==> src/khbt_pkg.sv <==
`default_nettype none

package khbt_pkg;

  localparam int NUM_POSITIONS = 52;

  localparam int TIME_W    = 32;
  localparam int POS_W     = 6;
  localparam int MASK_W    = 52;
  localparam int CFG_W     = 16;
  localparam int CFG_IDX_W = 2;

  localparam logic [CFG_W-1:0] HOLD_DELAY_RST  = 16'd1009;
  localparam logic [CFG_W-1:0] REPEAT_RST      = 16'd337;
  localparam logic [CFG_W-1:0] THROTTLE_RST    = 16'd31;

  localparam logic [TIME_W-1:0] PARK_OFFSET = 32'd2147483646;

  localparam logic [CFG_IDX_W-1:0] REG_HOLD_DELAY = 2'd0;
  localparam logic [CFG_IDX_W-1:0] REG_REPEAT     = 2'd1;
  localparam logic [CFG_IDX_W-1:0] REG_THROTTLE   = 2'd2;

endpackage

`default_nettype wire

==> src/key_hold_blink_timer_unit.sv <==
`default_nettype none

// channel | direction | handshake          | payload
// in      | input     | in_valid/in_stall   | mode, key_position, key_down, now_time
// out     | output    | out_valid/out_stall | overlay_mask
// cfg     | input     | cfg_write           | cfg_index, cfg_data
//
// Key event or tick whose throttle deadline is not due: ST_KEY or ST_THROTTLE, then ST_DONE.
// Tick that runs a sweep: ST_THROTTLE, then ST_SWEEP with one deadline read from the
// deadline RAM and one shared compare/add per cycle, then ST_DONE.
// Reset (rst, synchronous) clears flags, marks all deadlines as parked, no RAM pass.
// in_stall is high while an item is in work; a stalled result holds the block in its last step.

module key_hold_blink_timer_unit #(
  parameter int NumPositions = khbt_pkg::NUM_POSITIONS
) (
  input  logic                           clk,
  input  logic                           rst,
  input  logic                           in_valid,
  output logic                           in_stall,
  input  logic                           mode,
  input  logic [khbt_pkg::POS_W-1:0]     key_position,
  input  logic                           key_down,
  input  logic [khbt_pkg::TIME_W-1:0]    now_time,
  output logic                           out_valid,
  input  logic                           out_stall,
  output logic [khbt_pkg::MASK_W-1:0]    overlay_mask,
  input  logic                           cfg_write,
  input  logic [khbt_pkg::CFG_IDX_W-1:0] cfg_index,
  input  logic [khbt_pkg::CFG_W-1:0]     cfg_data
);
  import khbt_pkg::*;

  localparam int IdxW = (NumPositions > 1) ? $clog2(NumPositions) : 1;
  localparam int CntW = $clog2(NumPositions + 1);
  localparam logic [CntW-1:0]  NumPosCnt = CntW'(NumPositions);
  localparam logic [POS_W:0]   NumPosKey = (POS_W + 1)'(NumPositions);

  typedef enum logic [2:0] {
    ST_IDLE,
    ST_KEY,
    ST_THROTTLE,
    ST_SWEEP,
    ST_DONE
  } state_t;

  state_t state;

  logic [CFG_W-1:0]        hold_delay;
  logic [CFG_W-1:0]        repeat_period;
  logic [CFG_W-1:0]        throttle_period;

  logic [TIME_W-1:0]       sweep_deadline;
  logic [NumPositions-1:0] flags;
  logic [NumPositions-1:0] dl_valid;

  logic                    mode_q;
  logic [POS_W-1:0]        pos_q;
  logic                    down_q;
  logic [TIME_W-1:0]       now_q;

  logic [CntW-1:0]         rd_cnt;
  logic                    ev_valid;
  logic [IdxW-1:0]         ev_idx;
  logic                    ev_known;

  logic                    in_accept;
  logic                    pos_ok;
  logic [IdxW-1:0]         key_idx;
  logic [IdxW-1:0]         rd_idx;
  logic                    issue;
  logic [TIME_W-1:0]       ram_rdata;
  logic [TIME_W-1:0]       ev_deadline;
  logic                    dl_we;
  logic [IdxW-1:0]         dl_waddr;

  logic [TIME_W-1:0]       cmp_val;
  logic [TIME_W-1:0]       add_a;
  logic [TIME_W-1:0]       add_b;
  logic                    expired;
  logic [TIME_W-1:0]       sum;

  logic [MASK_W-1:0]       mask_now;

  assign in_stall  = (state != ST_IDLE);
  assign in_accept = in_valid && !in_stall;

  assign pos_ok  = ({1'b0, pos_q} < NumPosKey);
  assign key_idx = pos_q[IdxW-1:0];
  assign rd_idx  = rd_cnt[IdxW-1:0];
  assign issue   = (state == ST_SWEEP) && (rd_cnt < NumPosCnt);

  assign ev_deadline = ev_known ? ram_rdata : PARK_OFFSET;

  always_ff @(posedge clk) begin
    if (rst) begin
      hold_delay      <= HOLD_DELAY_RST;
      repeat_period   <= REPEAT_RST;
      throttle_period <= THROTTLE_RST;
    end else if (cfg_write) begin
      case (cfg_index)
        REG_HOLD_DELAY: hold_delay      <= cfg_data;
        REG_REPEAT:     repeat_period   <= cfg_data;
        REG_THROTTLE:   throttle_period <= cfg_data;
        default: ;
      endcase
    end
  end

  always_comb begin
    case (state)
      ST_KEY: begin
        cmp_val = now_q;
        add_a   = now_q;
        add_b   = down_q ? {{(TIME_W-CFG_W){1'b0}}, hold_delay} : PARK_OFFSET;
      end
      ST_THROTTLE: begin
        cmp_val = sweep_deadline;
        add_a   = sweep_deadline;
        add_b   = {{(TIME_W-CFG_W){1'b0}}, throttle_period};
      end
      default: begin
        cmp_val = ev_deadline;
        add_a   = ev_deadline;
        add_b   = {{(TIME_W-CFG_W){1'b0}}, repeat_period};
      end
    endcase
  end

  khbt_alu u_alu (
    .now     (now_q),
    .cmp_val (cmp_val),
    .add_a   (add_a),
    .add_b   (add_b),
    .expired (expired),
    .sum     (sum)
  );

  always_comb begin
    dl_we    = ((state == ST_KEY) && pos_ok) || ((state == ST_SWEEP) && ev_valid && expired);
    dl_waddr = (state == ST_KEY) ? key_idx : ev_idx;
  end

  khbt_ram #(
    .Width (TIME_W),
    .Depth (NumPositions)
  ) u_deadlines (
    .clk   (clk),
    .we    (dl_we),
    .waddr (dl_waddr),
    .wdata (sum),
    .raddr (rd_idx),
    .rdata (ram_rdata)
  );

  for (genvar g = 0; g < MASK_W; g++) begin : g_mask
    if (g < NumPositions) begin : g_on
      assign mask_now[g] = flags[g];
    end else begin : g_off
      assign mask_now[g] = 1'b0;
    end
  end

  always_ff @(posedge clk) begin
    if (rst) begin
      state          <= ST_IDLE;
      out_valid      <= 1'b0;
      ev_valid       <= 1'b0;
      flags          <= '0;
      dl_valid       <= '0;
      sweep_deadline <= '0;
      rd_cnt         <= '0;
    end else begin
      if (out_valid && !out_stall && (state != ST_DONE)) begin
        out_valid <= 1'b0;
      end
      case (state)
        ST_IDLE: begin
          if (in_accept) begin
            mode_q <= mode;
            pos_q  <= key_position;
            down_q <= key_down;
            now_q  <= now_time;
            state  <= mode ? ST_THROTTLE : ST_KEY;
          end
        end
        ST_KEY: begin
          if (pos_ok) begin
            flags[key_idx]    <= down_q;
            dl_valid[key_idx] <= 1'b1;
          end
          state <= ST_DONE;
        end
        ST_THROTTLE: begin
          if (expired) begin
            sweep_deadline <= sum;
            rd_cnt         <= '0;
            ev_valid       <= 1'b0;
            state          <= ST_SWEEP;
          end else begin
            state <= ST_DONE;
          end
        end
        ST_SWEEP: begin
          ev_valid <= issue;
          ev_idx   <= rd_idx;
          ev_known <= issue ? dl_valid[rd_idx] : 1'b0;
          if (issue) begin
            rd_cnt <= rd_cnt + 1'b1;
          end
          if (ev_valid && expired) begin
            flags[ev_idx]    <= ~flags[ev_idx];
            dl_valid[ev_idx] <= 1'b1;
          end
          if (!issue && !ev_valid) begin
            state <= ST_DONE;
          end
        end
        ST_DONE: begin
          if (!out_valid || !out_stall) begin
            overlay_mask <= mask_now;
            out_valid    <= 1'b1;
            state        <= ST_IDLE;
          end
        end
        default: state <= ST_IDLE;
      endcase
    end
  end

  a_ev_in_sweep: assert property (@(posedge clk) disable iff (rst)
    ev_valid |-> (state == ST_SWEEP))
    else $error("eval stage active outside sweep");

  a_sweep_on_tick: assert property (@(posedge clk) disable iff (rst)
    (state == ST_SWEEP) |-> mode_q)
    else $error("sweep running for a key event");

  a_ev_idx_range: assert property (@(posedge clk) disable iff (rst)
    ev_valid |-> ({1'b0, ev_idx} < (IdxW + 1)'(NumPositions)))
    else $error("eval index beyond key count");

  a_sweep_exit: assert property (@(posedge clk) disable iff (rst)
    (state == ST_SWEEP) |=> (state == ST_SWEEP || state == ST_DONE))
    else $error("sweep left without result step");

  a_out_from_done: assert property (@(posedge clk) disable iff (rst)
    $rose(out_valid) |-> ($past(state) == ST_DONE))
    else $error("result raised outside result step");

endmodule

`default_nettype wire

==> src/khbt_ram.sv <==
`default_nettype none

module khbt_ram #(
  parameter int Width = 32,
  parameter int Depth = 52
) (
  input  logic                                   clk,
  input  logic                                   we,
  input  logic [((Depth > 1) ? $clog2(Depth) : 1)-1:0] waddr,
  input  logic [Width-1:0]                       wdata,
  input  logic [((Depth > 1) ? $clog2(Depth) : 1)-1:0] raddr,
  output logic [Width-1:0]                       rdata
);

  logic [Width-1:0] mem [Depth];

  always_ff @(posedge clk) begin
    if (we) begin
      mem[waddr] <= wdata;
    end
    rdata <= mem[raddr];
  end

endmodule

`default_nettype wire

==> src/khbt_alu.sv <==
`default_nettype none

module khbt_alu (
  input  logic [khbt_pkg::TIME_W-1:0] now,
  input  logic [khbt_pkg::TIME_W-1:0] cmp_val,
  input  logic [khbt_pkg::TIME_W-1:0] add_a,
  input  logic [khbt_pkg::TIME_W-1:0] add_b,
  output logic                        expired,
  output logic [khbt_pkg::TIME_W-1:0] sum
);
  import khbt_pkg::*;

  logic [TIME_W-1:0] diff;

  // wrap-around expiry: now - deadline below half range
  assign diff    = now - cmp_val;
  assign expired = ~diff[TIME_W-1];
  assign sum     = add_a + add_b;

endmodule

`default_nettype wire

==> config.mk <==
export PLATFORM = sky130hd
export DESIGN_NAME = key_hold_blink_timer_unit
export DESIGN_NICKNAME = d
export VERILOG_FILES = /design/src/khbt_pkg.sv /design/src/key_hold_blink_timer_unit.sv /design/src/khbt_ram.sv /design/src/khbt_alu.sv
export SDC_FILE = /design/constraint.sdc
export NUM_CORES = 2
export LEC_CHECK = 0
export BUFFER_PORTS_ARGS = -buffer_cell sky130_fd_sc_hd__buf_4
export CAP_MARGIN = 20
export CORE_MARGIN = 2
export CORE_UTILIZATION = 60
export DETAILED_ROUTE_END_ITERATION = 12
export PLACE_DENSITY = 0.75
export SLEW_MARGIN = 5
export SYNTH_ARGS = -nofsm -noshare
export SYNTH_HDL_FRONTEND = slang
export SYNTH_SLANG_ARGS = --single-unit
==> constraint.sdc <==
create_clock -name clk -period 10.6 [get_ports clk]
set_input_delay 3.18 -clock clk [delete_from_list [all_inputs] [get_ports clk]]
set_output_delay 3.18 -clock clk [all_outputs]
set_load 0.02 [all_outputs]
==> run summary <==
The detailed router finished its first iteration with slightly above 6000 violations. The maximum clock path buffer count came out at 3. The initial core utilization is about three fifths. The wire length per cell after detailed routing is about 34 microns. The final clock period utilization by the worst path came out at between 60% and 70%.

In this run the worst setup path terminates at u_deadlines.mem[0][19]$_DFFE_PP_. The overall overflow remaining after global route came out at 0. Detailed placement finished with a half-perimeter wire length of about 120000 microns.

The critical path class is reg -> reg. The kind of launch point of the worst setup path is a flip-flop. The number of global-route vias before repair came out at around 44000. The reg-to-reg endpoint is u_deadlines.mem[0][19]$_DFFE_PP_. Power spread over the standard cell area amounts to approximately 230 nW/um^2. Entering global routing, the biggest net connects 116 pins. At the end of routability-driven placement, the weighted congestion stood at 0.9170. The number of synthesized flops with an enable pin is about 1800.

Summed over all failing endpoints, the final setup total negative slack is 0 ns. For this design, the sink count on the clock tree is around 2000. In this run the critical register-to-register path is launched from state[0]$_SDFFE_PP0P_. The worst setup margin came out at around 3.7 ns. Setup repair after global routing left no endpoint under its margin. The horizontal extent of the die came out at between 300 and 400 microns.

The proportion of netlist area held by the largest area contributor came out at around two thirds. The area of the core is about 130000 sq um. The required time of the worst setup path is ~11 ns. IR analysis of the VDD net gives a maximum drop of between 0.3 and 0.4 mV. TritonCTS built the clock tree. The arrival time of the worst setup path is 7.30 ns. The total CTS buffers is 190.

The quantity of gates resized following cts is 0. The simple logic cell fraction of the synthesized area is under 10%. The flop and latch count out of synthesis is roughly 2000.

Counting every net in the synthesized netlist gives approximately 4300. The cell leakage power is ~28 nW. By instance count, the leading cell after synthesis is sky130_fd_sc_hd__edfxtp_1. The worst reg2reg path depth is 15. The worst max-slew margin expressed relative to the limit came out at ~26%. The sort of element at the end of the critical path is a flip-flop. The synthesized-area fraction occupied by adder cells is less than 1%. After detailed routing, the total wire length is ~220000 microns.

The share of synthesized flip-flops with an asynchronous set or reset came out at 0%. The clock root buffer is sky130_fd_sc_hd__clkbuf_16. The number of nets in the final layout is between 4000 and 5000. The total count of hold-check failures in the final report is 0. approximately 120 I/O pins were placed. The minimum period implied by the final worst setup slack came out at between 6 and 7 ns. The ratio of routed vias to standard cells came out at ~7. The critical path launch point is state[0]$_SDFFE_PP0P_.

The clock latency on the worst-skew pair is just over 0.8 ns. After detailed routing, the number of remaining DRC violations is 0. The compound-cell area share of the yosys netlist is under 10%. The run finished with clean final reports. The reported max-cap violation count is 0. The floorplan die area is roughly 140000 sq um. The clock skew after layout came out at ~0.032 ns. The worst register-to-register path has a setup slack of 3.72 ns. The count of hold-fix buffers inserted at cts is 0. The peak clock frequency supported by timing came out at 0.1453 GHz. For this run, the leading register cell type out of synthesis is sky130_fd_sc_hd__edfxtp_1. OpenSTA, run right after detailed placement, puts the worst setup slack at approximately 3.8 ns. After synthesis, the largest family of logic cells by area is multiplexers. The antenna violation net count after detailed routing came out at 0.

The clock-pin transition on the worst setup and hold timing paths is ~0.060 ns. The part of the Yosys area used for sequential elements came out at 72.31%. Input and output buffers added on the ports amount to between 100 and 150. The largest total area in the synthesized netlist belongs to sky130_fd_sc_hd__edfxtp_1. The die is approximately 370 microns tall. The tightest min-delay check is of the reg -> reg type. The largest fanout on the critical path is 34.

Counting distinct cell types in the post-synthesis netlist gives between 80 and 90. The layout-stage area growth over the synthesis result came out at 13.08%. The aggregate global-route resource usage is between 30% and 40%. Counting instances in the post-synthesis netlist gives the leading cell types as 1762 x sky130_fd_sc_hd__edfxtp_1, 567 x sky130_fd_sc_hd__mux4_2, 227 x sky130_fd_sc_hd__dfxtp_1. The mean post-synth cell area came out at 19.13 sq um. The number of vias after detailed routing came out at ~44000.

The cell area after technology mapping came out at 79450 sq um. The number of failing setup endpoints in the final timing report came out at 0. The cell row count came out at 133. The detailed-routing iteration count for the pre-antenna-repair pass is 9. Counting every instance in the synthesized netlist gives ~4200. The global-route wire length before repair is approximately 310000 microns.

The initial antenna violation count came out at 15. Total power for the finished layout comes to around 0.021 W. The post-CTS setup-driven buffer insertion count is 0. The worst-margin pin slew came out at between 1 and 1.5 ns.

Summing the areas of all xor and xnor instances in the mapped netlist gives 0.3039% of the synthesized area. The layout cell share with drive strength beyond 1 came out at between 20 and 30%. The count of pins over their slew limit came out at 0. With fillers left out, the area of the finished cells amounts to ~90000 sq um.

Measured against the total synthesized area, the mux share comes to around 16%. Once layout is complete, the utilization of the core stands at about two thirds. After synthesis, the cell types taking the most area are sky130_fd_sc_hd__edfxtp_1 67%, sky130_fd_sc_hd__mux4_2 16%, sky130_fd_sc_hd__dfxtp_1 5.7%, sky130_fd_sc_hd__a21oi_1 1.1%, sky130_fd_sc_hd__nand2_1 1.0%. The number of H-tree branching levels came out at 4. The placed instance area is 83430 sq um. Yosys printed 0 warnings.
[cells by family (layout without fill, tap and decap cells)]
group                      Yosys count  after routing
other                                0              3
muxes                              593            593
xor gates and xnor gates            26             26
AOI/OAI and AO/OA                  535            535
and+or+nand+nor                    627            627
buffers and inverters              322            691
DFF                               1989           1989
adders and majority gates           62             62
[metal layers]
metal  GRT usage [%]  wire, microns
met5               0            124
met4           13.89          10220
met3           6.639          23030
met2           51.11         104200
met1           44.78          79060
[cell type report]
type	instances	area, sq um
sequential	1989	57480
fill	7924	41620
multi-input combinational	1843	21540
clock buffer	249	5273
tap	1755	2196
timing repair buffer	249	1982
clock inverter	103	1035
inverter	90	337.8
antenna	3	7.507
[worst min-delay path by stage]
| stage | end | slack (ns) | cells past startpoint | startpoint |
|---|---|---|---|---|
| detailed placement | overlay_mask[35]$_DFFE_PP_ | 0.44 | 0 | flags[35]$_SDFFE_PP0P_ |
| floorplan | ev_idx[2]$_DFFE_PP_ | 0.41 | 0 | rd_cnt[2]$_SDFFE_PP0P_ |
| finish | sweep_deadline[24]$_SDFFE_PP0P_ | 0.46 | 2 | sweep_deadline[24]$_SDFFE_PP0P_ |
| CTS | repeat_period[15]$_SDFFE_PP0P_ | 0.45 | 2 | repeat_period[15]$_SDFFE_PP0P_ |
| global route | dl_valid[47]$_SDFFE_PP0P_ | 0.48 | 1 | dl_valid[47]$_SDFFE_PP0P_ |
| global placement | hold_delay[1]$_SDFFE_PP0P_ | 0.44 | 2 | hold_delay[1]$_SDFFE_PP0P_ |
[report_power, final]
part	leakage [nW]	switching (W)	internal, W
registers	17.6	0.0000549	0.0103
logic	7.50	0.00275	0.000626
clock network	3.09	0.00294	0.00392
total	28.2	0.00574	0.0148
[cell usage in the layout (no fill, tap or decap), types with 19 or more instances in the layout]
master and instances:
sky130_fd_sc_hd__a21o_1 30, sky130_fd_sc_hd__inv_1 88, sky130_fd_sc_hd__nand3_1 50, sky130_fd_sc_hd__a31oi_1 23, sky130_fd_sc_hd__o21a_1 39, sky130_fd_sc_hd__o21ai_0 19
sky130_fd_sc_hd__clkinv_2 35, sky130_fd_sc_hd__edfxtp_1 1762, sky130_fd_sc_hd__clkbuf_16 195, sky130_fd_sc_hd__dfxtp_1 221, sky130_fd_sc_hd__mux4_2 567, sky130_fd_sc_hd__ha_1 61
sky130_fd_sc_hd__nand2_1 218, sky130_fd_sc_hd__a221o_1 47, sky130_fd_sc_hd__clkbuf_1 35, sky130_fd_sc_hd__buf_4 240, sky130_fd_sc_hd__nor3_1 71, sky130_fd_sc_hd__nor2_4 48
sky130_fd_sc_hd__a21oi_1 180, sky130_fd_sc_hd__clkbuf_8 19, sky130_fd_sc_hd__o22ai_1 47, sky130_fd_sc_hd__clkinv_1 32, sky130_fd_sc_hd__mux2i_1 22, sky130_fd_sc_hd__nor2_1 129
sky130_fd_sc_hd__o22a_1 22
[state kept, by name, indices dropped and copies added (netlist names), 16 cells and up]
register and count:
flags 52, dl_valid 52, throttle_period 16, u_deadlines.mem 1664, sweep_deadline 32, repeat_period 16
overlay_mask 52, u_deadlines.rdata 32, hold_delay 16, now_q 32
[critical path, cell delays in order, from the launching register on]
cell and delay [ns]:
sky130_fd_sc_hd__dfxtp_1 0.59, sky130_fd_sc_hd__nor3b_4 0.74, sky130_fd_sc_hd__buf_4 0.52, sky130_fd_sc_hd__a221o_1 0.27, sky130_fd_sc_hd__inv_1 0.05, sky130_fd_sc_hd__ha_1 0.29, sky130_fd_sc_hd__a21o_1 0.16, sky130_fd_sc_hd__a21o_1 0.17
sky130_fd_sc_hd__a2111oi_0 0.76, sky130_fd_sc_hd__o211ai_1 0.17, sky130_fd_sc_hd__buf_4 0.21, sky130_fd_sc_hd__a211o_1 0.31, sky130_fd_sc_hd__buf_4 0.27, sky130_fd_sc_hd__nand3_2 0.35, sky130_fd_sc_hd__nand3_1 0.53, sky130_fd_sc_hd__nor2_4 1.02
[per-stage QoR]
step | cells | hold WS (ns)
after floorplan | 4154 | 0.4064
after global placement | 5920 | 0.4388
after detailed placement | 5921 | 0.4434
after CTS | 6273 | 0.4549
after global routing | 6278 | 0.4761
final | 6281 | 0.4568
Power figures use the tool's default switching activity.
